<file path="config.mk">
export PLATFORM = sky130hd
export DESIGN_NAME = strict_priority_multi_queue_flat
export DESIGN_NICKNAME = d
export VERILOG_FILES = /design/src/rtl/core/spmq_pkg.sv /design/src/rtl/core/spmq_if.sv /design/src/rtl/core/strict_priority_multi_queue.sv /design/src/rtl/core/spmq_store.sv /design/src/rtl/core/spmq_ctrl.sv /design/src/flat_wrapper.sv
export SDC_FILE = /design/constraint.sdc
export NUM_CORES = 2
export LEC_CHECK = 0
export ABC_AREA = 1
export BUFFER_PORTS_ARGS = -buffer_cell sky130_fd_sc_hd__buf_4
export CORE_AREA = 2 2 412 414
export DETAILED_ROUTE_END_ITERATION = 7
export DIE_AREA = 0 0 414 416
export MAX_ROUTING_LAYER = met4
export SYNTH_ARGS = -nofsm -noshare
export SYNTH_HDL_FRONTEND = slang
export SYNTH_HIERARCHICAL = 1
export SYNTH_SLANG_ARGS = --single-unit
export TNS_END_PERCENT = 100
</file>
<file path="constraint.sdc">
create_clock -name i_clk -period 14.8 [get_ports i_clk]
set_input_delay 2.96 -clock i_clk [delete_from_list [all_inputs] [get_ports i_clk]]
set_output_delay 2.96 -clock i_clk [all_outputs]
set_load 0.02 [all_outputs]
</file>
<file path="src/rtl/core/spmq_pkg.sv">
`default_nettype none

package spmq_pkg;

    localparam int NUM_LEVELS  = 3;
    localparam int LEVEL_DEPTH = 16;
    localparam int DATA_WIDTH  = 32;

    localparam int KIND_W     = 2;
    localparam int ITEM_W     = 32;
    localparam int PRI_W      = 2;
    localparam int STATUS_W   = 2;
    localparam int TOTAL_W    = 6;

    localparam int LVL_W      = (NUM_LEVELS > 1) ? $clog2(NUM_LEVELS) : 1;
    localparam int PTR_W      = $clog2(LEVEL_DEPTH);
    localparam int CNT_W      = $clog2(LEVEL_DEPTH + 1);
    localparam int STORE_DEPTH = NUM_LEVELS * LEVEL_DEPTH;
    localparam int ADDR_W     = $clog2(STORE_DEPTH);

    localparam logic [KIND_W-1:0] KIND_ENQ  = 2'd0;
    localparam logic [KIND_W-1:0] KIND_DEQ  = 2'd1;
    localparam logic [KIND_W-1:0] KIND_PEEK = 2'd2;

    localparam logic [STATUS_W-1:0] ST_OK     = 2'd0;
    localparam logic [STATUS_W-1:0] ST_EMPTY  = 2'd1;
    localparam logic [STATUS_W-1:0] ST_FULL   = 2'd2;
    localparam logic [STATUS_W-1:0] ST_BADPRI = 2'd3;

    typedef logic [DATA_WIDTH-1:0] t_data;

    // Store access requested by the control logic for one transaction.
    typedef struct packed {
        logic              wr_en;
        logic [ADDR_W-1:0] wr_addr;
        logic              rd_en;
        logic [ADDR_W-1:0] rd_addr;
    } t_mem_req;

    // Outcome of one transaction, as decided before the store is read.
    typedef struct packed {
        logic [STATUS_W-1:0] status;
        logic                read_ok;
        logic [TOTAL_W-1:0]  total;
    } t_result;

endpackage

`default_nettype wire

</file>
<file path="src/rtl/core/spmq_if.sv">
`default_nettype none

interface spmq_in_if
    import spmq_pkg::*;
();
    logic                valid;
    logic                ready;
    logic [KIND_W-1:0]   kind;
    logic [ITEM_W-1:0]   item;
    logic [PRI_W-1:0]    priority_req;

    modport source (output valid, output kind, output item, output priority_req,
                    input ready);
    modport sink   (input valid, input kind, input item, input priority_req,
                    output ready);
endinterface

interface spmq_out_if
    import spmq_pkg::*;
();
    logic                valid;
    logic                ready;
    logic [ITEM_W-1:0]   item_out;
    logic [STATUS_W-1:0] status;
    logic [TOTAL_W-1:0]  total_count;

    modport source (output valid, output item_out, output status, output total_count,
                    input ready);
    modport sink   (input valid, input item_out, input status, input total_count,
                    output ready);
endinterface

`default_nettype wire

</file>
<file path="src/rtl/core/strict_priority_multi_queue.sv">
// Strict-priority queue with NUM_LEVELS FIFOs of LEVEL_DEPTH words each. Enqueue
// (kind 0) writes to the level given by priority_req, 1..NUM_LEVELS; dequeue (kind 1)
// and peek (kind 2) return the head of the highest non-empty level, dequeue also
// removing it. Every transaction gives exactly one result with a status (ok, empty,
// level full, bad priority) and the total word count after it. The block takes one
// transaction per cycle while not stalled; its result appears in the cycle after
// acceptance, from the registered read of the word store. A stalled result stalls the
// input only while the output register stays full. No clearing pass after reset.
`default_nettype none

module strict_priority_multi_queue
    import spmq_pkg::*;
(
    input  wire logic  i_clk,
    input  wire logic  i_rst_n,
    spmq_in_if.sink    i_in,
    spmq_out_if.source o_out
);

    t_mem_req mem_req;
    t_result  result;
    t_data    rd_data;
    logic     accept;

    logic                r_out_valid;
    logic                r_read_ok;
    logic [STATUS_W-1:0] r_status;
    logic [TOTAL_W-1:0]  r_total;

    assign i_in.ready = !r_out_valid || o_out.ready;
    assign accept     = i_in.valid && i_in.ready;

    spmq_ctrl u_ctrl (
        .i_clk          (i_clk),
        .i_rst_n        (i_rst_n),
        .i_accept       (accept),
        .i_kind         (i_in.kind),
        .i_priority_req (i_in.priority_req),
        .o_mem_req      (mem_req),
        .o_result       (result)
    );

    spmq_store u_store (
        .i_clk     (i_clk),
        .i_req     (mem_req),
        .i_wr_data (i_in.item[DATA_WIDTH-1:0]),
        .o_rd_data (rd_data)
    );

    always_ff @(posedge i_clk) begin
        if (!i_rst_n) begin
            r_out_valid <= 1'b0;
        end else if (accept) begin
            r_out_valid <= 1'b1;
        end else if (o_out.ready) begin
            r_out_valid <= 1'b0;
        end
    end

    always_ff @(posedge i_clk) begin
        if (accept) begin
            r_read_ok <= result.read_ok;
            r_status  <= result.status;
            r_total   <= result.total;
        end
    end

    assign o_out.valid       = r_out_valid;
    assign o_out.item_out    = r_read_ok ? ITEM_W'(rd_data) : '0;
    assign o_out.status      = r_status;
    assign o_out.total_count = r_total;

`ifndef SYNTH
    // An empty report can only come when nothing is stored.
    a_empty_zero: assert property (@(posedge i_clk) disable iff (!i_rst_n)
        (r_out_valid && (r_status == ST_EMPTY)) |-> (r_total == '0))
        else $error("empty status with nonzero total");

    // A single transaction never both writes and reads the store.
    a_one_port: assert property (@(posedge i_clk) disable iff (!i_rst_n)
        !(mem_req.wr_en && mem_req.rd_en))
        else $error("store written and read by one transaction");

    // Only a successful read returns a word.
    a_word_ok: assert property (@(posedge i_clk) disable iff (!i_rst_n)
        (r_out_valid && r_read_ok) |-> (r_status == ST_OK))
        else $error("word returned with failing status");

    // A stalled result keeps its word.
    a_word_hold: assert property (@(posedge i_clk) disable iff (!i_rst_n)
        (r_out_valid && !o_out.ready) |=> $stable(o_out.item_out))
        else $error("result word changed while stalled");
`endif

endmodule

`default_nettype wire

</file>
<file path="src/rtl/core/spmq_store.sv">
`default_nettype none

module spmq_store
    import spmq_pkg::*;
(
    input  wire logic     i_clk,
    input  wire t_mem_req i_req,
    input  wire t_data    i_wr_data,
    output t_data         o_rd_data
);

    t_data r_mem [STORE_DEPTH];
    t_data r_rd_data;

    always_ff @(posedge i_clk) begin
        if (i_req.wr_en) begin
            r_mem[i_req.wr_addr] <= i_wr_data;
        end
    end

    // The read data is only updated by a read, so it holds while the result waits.
    always_ff @(posedge i_clk) begin
        if (i_req.rd_en) begin
            r_rd_data <= r_mem[i_req.rd_addr];
        end
    end

    assign o_rd_data = r_rd_data;

endmodule

`default_nettype wire

</file>
<file path="src/rtl/core/spmq_ctrl.sv">
`default_nettype none

module spmq_ctrl
    import spmq_pkg::*;
(
    input  wire logic              i_clk,
    input  wire logic              i_rst_n,
    input  wire logic              i_accept,
    input  wire logic [KIND_W-1:0] i_kind,
    input  wire logic [PRI_W-1:0]  i_priority_req,
    output t_mem_req               o_mem_req,
    output t_result                o_result
);

    logic [PTR_W-1:0]   r_head  [NUM_LEVELS];
    logic [PTR_W-1:0]   r_tail  [NUM_LEVELS];
    logic [CNT_W-1:0]   r_count [NUM_LEVELS];
    logic [TOTAL_W-1:0] r_total;
    logic [TOTAL_W-1:0] n_total;

    logic              pri_ok;
    logic [LVL_W-1:0]  enq_lvl;
    logic              enq_full;
    logic              top_found;
    logic [LVL_W-1:0]  top_lvl;
    logic              do_enq;
    logic              do_deq;
    logic              do_read;
    logic [PTR_W-1:0]  enq_tail;
    logic [PTR_W-1:0]  top_head;

    function automatic logic [PTR_W-1:0] wrap_next(input logic [PTR_W-1:0] p);
        logic [PTR_W-1:0] r;
        if (p == PTR_W'(LEVEL_DEPTH - 1)) begin
            r = '0;
        end else begin
            r = p + 1'b1;
        end
        return r;
    endfunction

    function automatic logic [ADDR_W-1:0] store_addr(input logic [LVL_W-1:0] lvl,
                                                     input logic [PTR_W-1:0] ptr);
        return ADDR_W'(ADDR_W'(lvl) * ADDR_W'(LEVEL_DEPTH)) + ADDR_W'(ptr);
    endfunction

    // Highest non-empty level; later levels override earlier ones.
    always_comb begin
        top_found = 1'b0;
        top_lvl   = '0;
        for (int i = 0; i < NUM_LEVELS; i++) begin
            if (r_count[i] != '0) begin
                top_found = 1'b1;
                top_lvl   = LVL_W'(i);
            end
        end
    end

    always_comb begin
        pri_ok   = (i_priority_req != '0) && (int'(i_priority_req) <= NUM_LEVELS);
        enq_lvl  = LVL_W'(i_priority_req - PRI_W'(1));
        enq_full = pri_ok && (r_count[enq_lvl] == CNT_W'(LEVEL_DEPTH));
        enq_tail = r_tail[enq_lvl];
        top_head = r_head[top_lvl];

        do_enq  = (i_kind == KIND_ENQ) && pri_ok && !enq_full;
        do_read = ((i_kind == KIND_DEQ) || (i_kind == KIND_PEEK)) && top_found;
        do_deq  = (i_kind == KIND_DEQ) && top_found;

        n_total = r_total;
        if (do_enq) begin
            n_total = r_total + 1'b1;
        end else if (do_deq) begin
            n_total = r_total - 1'b1;
        end

        case (i_kind)
            KIND_ENQ: begin
                if (!pri_ok) begin
                    o_result.status = ST_BADPRI;
                end else if (enq_full) begin
                    o_result.status = ST_FULL;
                end else begin
                    o_result.status = ST_OK;
                end
            end
            KIND_DEQ, KIND_PEEK: begin
                o_result.status = top_found ? ST_OK : ST_EMPTY;
            end
            default: begin
                o_result.status = ST_OK;
            end
        endcase
        o_result.read_ok = do_read;
        o_result.total   = n_total;

        o_mem_req.wr_en   = i_accept && do_enq;
        o_mem_req.wr_addr = store_addr(enq_lvl, enq_tail);
        o_mem_req.rd_en   = i_accept && do_read;
        o_mem_req.rd_addr = store_addr(top_lvl, top_head);
    end

    always_ff @(posedge i_clk) begin
        if (!i_rst_n) begin
            for (int i = 0; i < NUM_LEVELS; i++) begin
                r_head[i]  <= '0;
                r_tail[i]  <= '0;
                r_count[i] <= '0;
            end
            r_total <= '0;
        end else if (i_accept) begin
            if (do_enq) begin
                r_tail[enq_lvl]  <= wrap_next(enq_tail);
                r_count[enq_lvl] <= r_count[enq_lvl] + 1'b1;
            end
            if (do_deq) begin
                r_head[top_lvl]  <= wrap_next(top_head);
                r_count[top_lvl] <= r_count[top_lvl] - 1'b1;
            end
            r_total <= n_total;
        end
    end

endmodule

`default_nettype wire

</file>
<file path="src/flat_wrapper.sv">
// flat-port wrapper written by rule: the top's interface ports become plain ports
module strict_priority_multi_queue_flat import spmq_pkg::*;
  (i_clk, i_rst_n, i_in_valid, i_in_kind, i_in_item, i_in_priority_req, i_in_ready, o_out_valid, o_out_item_out, o_out_status, o_out_total_count, o_out_ready);
  spmq_in_if i_in_i ();
  spmq_out_if o_out_i ();
  input  wire logic i_clk;
  input  wire logic i_rst_n;
  input wire logic [$bits(i_in_i.valid)-1:0] i_in_valid;
  input wire logic [$bits(i_in_i.kind)-1:0] i_in_kind;
  input wire logic [$bits(i_in_i.item)-1:0] i_in_item;
  input wire logic [$bits(i_in_i.priority_req)-1:0] i_in_priority_req;
  output wire logic [$bits(i_in_i.ready)-1:0] i_in_ready;
  output wire logic [$bits(o_out_i.valid)-1:0] o_out_valid;
  output wire logic [$bits(o_out_i.item_out)-1:0] o_out_item_out;
  output wire logic [$bits(o_out_i.status)-1:0] o_out_status;
  output wire logic [$bits(o_out_i.total_count)-1:0] o_out_total_count;
  input wire logic [$bits(o_out_i.ready)-1:0] o_out_ready;
  assign i_in_i.valid = i_in_valid;
  assign i_in_i.kind = i_in_kind;
  assign i_in_i.item = i_in_item;
  assign i_in_i.priority_req = i_in_priority_req;
  assign i_in_ready = i_in_i.ready;
  assign o_out_valid = o_out_i.valid;
  assign o_out_item_out = o_out_i.item_out;
  assign o_out_status = o_out_i.status;
  assign o_out_total_count = o_out_i.total_count;
  assign o_out_i.ready = o_out_ready;
  strict_priority_multi_queue u_core (.i_clk(i_clk), .i_rst_n(i_rst_n), .i_in(i_in_i), .o_out(o_out_i));
endmodule
</file>
==> key figures <==
Outcome
  • Status: finished, final reports clean

STA
  • Fin crit share: 50.44%
  • Worst setup margin: 7.335 ns
  • Final setup fails: 0
  • Final-report max-slew violation count: 0
  • RSZ-0062 raised after global routing: false
  • Measured slew at the worst slew-check pin: 1.275 ns
  • Slew Limit Headroom: 15.02%
  • Fmax: 0.1340 GHz
  • Final clock skew: 0.04212 ns
  • Setup tns final: 0 ns
  • Min cycle time layout: 7.465 ns
  • Final hold violations: 0

Route
  • Vias: 43.22k
  • Pre-antenna DRT Iters: 5
  • Wire per inst: 23.31 µm
  • Via/cell ratio: 5.469
  • DRC: 0
  • Iteration-0 DRC Markers: 5602
  • DRT Wirelength: 184200 µm
  • DRT antenna net count: 0

Placed design
  • Dpl cell area: 69240 µm²
  • Setup WS pre-CTS: 6.566 ns
  • Port buffer count: 81
  • RD Place Congestion: 0.9200
  • DPL Wire Length: 100500 µm

Finish
  • Most frequent cells in the layout: edfxtp_1 (1625), nand2_1 (1528), nand3_1 (972)
  • Final std cell area, no fill: 74480 µm²
  • Layout area overhead: 11.74%
  • Commonest non-fill, non-tap cell in the layout: edfxtp_1
  • Layout fillers: 15.23k
  • Share of layout cells above drive strength 1: 7.958%
  • Layout net count: 5605

Logic synthesis
  • Mapped Avg Cell Area: 11.90 µm²
  • Synthesized flop and latch total: 1632
  • Fraction of registers with async set/reset: 0%
  • Synthesized area: 66650 µm²
  • Primary FF master, synth: edfxtp_1
  • EDFF count, synth: 1625
  • Yosys top cell area share: 73.21%
  • Yosys Warn Count: 6
  • Synth area leaders: edfxtp_1 (73%), nand2_1 (8.6%), nand3_1 (7.3%)
  • Post-synthesis sequential area ratio: 73.42%
  • Distinct cells, synth: 40
  • Area leader, netlist: edfxtp_1
  • Syn Inst Count: 5601
  • Syn Nets: 5656

Critical path
  • CP bufs+invs: 5
  • Worst Path Required: 15.20 ns
  • CP Max Fanout: 32
  • Crit path DAT: 7.87 ns
  • CP Cell Sequence: buf_4 > inv_2 > ha_1 > inv_2 > a21oi_1 > a32oi_2 > inv_1 > ha_1 > nand2_2 > nor2_4 > nand2_4 > nand2_2 > nor2_1 > buf_4 > nand3_1 > nor2_4
  • Crit path kind: in2reg
  • Critical Path Max Stage Delay: 1.22 ns
  • CP startpoint kind: input port
  • Critical path's slowest cell: nor2_4
  • CP Capture Type: register
  • Critical path's top delay family: simple AND/OR/NAND/NOR gates

Pwr
  • Leak Pwr: 0.02594 µW
  • Worst VDD drop: 0.1248 mV
  • Pwr Density: 135.9 nW/µm²
  • Overall Power: 10120 µW

Floorplanning
  • # IOs: 82
  • Std cell rows: 151
  • Core area: 168100 µm²
  • Chip Height: 416 µm
  • DIE AREA: 172200 µm²
  • Starting Density: 39.64%
  • Die width: 414 µm

GRT
  • Total track usage: 21.58%
  • Initial antenna violation count: 6
  • Vias in the first global route: 39.98k
  • First-pass GRT wire length: 268500 µm
  • Largest net degree at the start of global routing: 204
  • Grt total ovfl: 0

CTS
  • Skew-Pair Late Insertion Delay: 0.80 ns
  • Reg clk slew, reported paths: 0.06 ns
  • Post-CTS Setup Inserts: 0
  • Post-CTS Hold Fix Bufs: 0
  • CTS H-Tree Depth: 4
  • CTS Root Cell: clkbuf_16
  • PostCTS Resize Cnt: 0
  • TritonCTS clock tree: yes
  • Clk buf depth: 3
  • Total CTS buffers: 169
  • Clock tree sinks: 1632

Flow run
  • Max-cap violations: 0

Hold path
  • Hold crit path type: reg2reg
## stage by stage
step                      instances  utilization, %  hold WS, ns
after floorplan                5601               -       0.5752
after global placement         7597           41.18       0.5025
after detailed placement       7597           41.18       0.5084
after CTS                      7898           44.28       0.5216
after global routing           7900           44.29       0.5530
final                          7904           44.29       0.5158
## layer usage
metal,share of wire [%],global-route usage (%)
met2,44,30.94
met5,0,-
met3,8.2,3.709
met4,3.0,6.786
met1,45,31.31
## synth_stat cells, types with 7 or more instances
cell type,count
nand3_1,972
o21ai_1,30
buf_6,8
nand2_1,1528
buf_2,156
xor2_1,7
nand2_2,13
o21ai_0,241
inv_1,108
inv_2,8
nor2_1,504
dfxtp_1,7
ha_1,15
buf_4,10
edfxtp_1,1625
a21oi_1,15
clkbuf_1,140
o211ai_1,128
buf_1,32
nor3_1,10
## power breakdown
part / total, µW / switching, µW / internal (µW) / leakage, µW
clock: 4040 / 1810 / 2230 / 0.00254
combinational: 950 / 726 / 224 / 0.00867
sequential: 5130 / 14.2 / 5110 / 0.0147
total: 10100 / 2550 / 7570 / 0.0259
## registers in the layout (all words and copies together) (netlist names)
signal / cells
u_core/u_ctrl/r_total: 6
u_core/o_out.valid: 1
u_core/u_ctrl/r_tail: 16
u_core/u_store/o_rd_data: 32
u_core/o_out.status: 2
u_core/u_store/r_mem: 1536
u_core/u_ctrl/r_head: 12
u_core/u_ctrl/r_count: 20
u_core/o_out.total_count: 6
u_core/r_read_ok: 1
## area by class of cell
cell class	count	area, µm²	area share, %
inverters	119	471.7	0.6334
clock inverters	101	873.3	1.173
flip-flops and latches	1632	48940	65.71
diodes	6	15.01	0.02016
clock buffers	200	4345	5.835
repair buffers	124	993.5	1.334
well taps	2218	2775	3.726
multi-input cells	3504	16060	21.57
## logic make-up (layout without fill, tap and decap cells)
family          after synthesis  count (layout)  share of synthesized area [%]
xor+xnor                     10              10                         0.1314
buf+inv                     465             544                          3.058
simple gates               3057            3057                          19.40
flops                      1632            1632                          73.42
fa+ha+maj                    15              15                         0.2816
compound gates              422             422                          3.706
other cells                   0               6                              0
## worst register-to-register path, delay by kind of cell (launching register included)
kind | cells | cell delay, ns
and+or+nand+nor | 13 | 2.80
buffers and inverters | 3 | 2.24
DFF | 1 | 0.47
## path summary, 6_finish.rpt
| check | from | endpoint | slack [ns] | depth (start not counted) |
|---|---|---|---|---|
| worst min register to register | u_core/o_out.valid | u_core/o_out.valid | 0.52 | 2 |
| worst min-delay path | u_core/o_out.valid | u_core/o_out.valid | 0.52 | 2 |
| worst max register to register | u_core/u_ctrl/r_count[1][1] | u_core/u_store/o_rd_data[30] | 9.12 | 16 |
| worst max-delay path | i_in_priority_req[0] | u_core/u_store/r_mem[22][1] | 7.33 | 16 |
(Power assumes the default switching activity.)
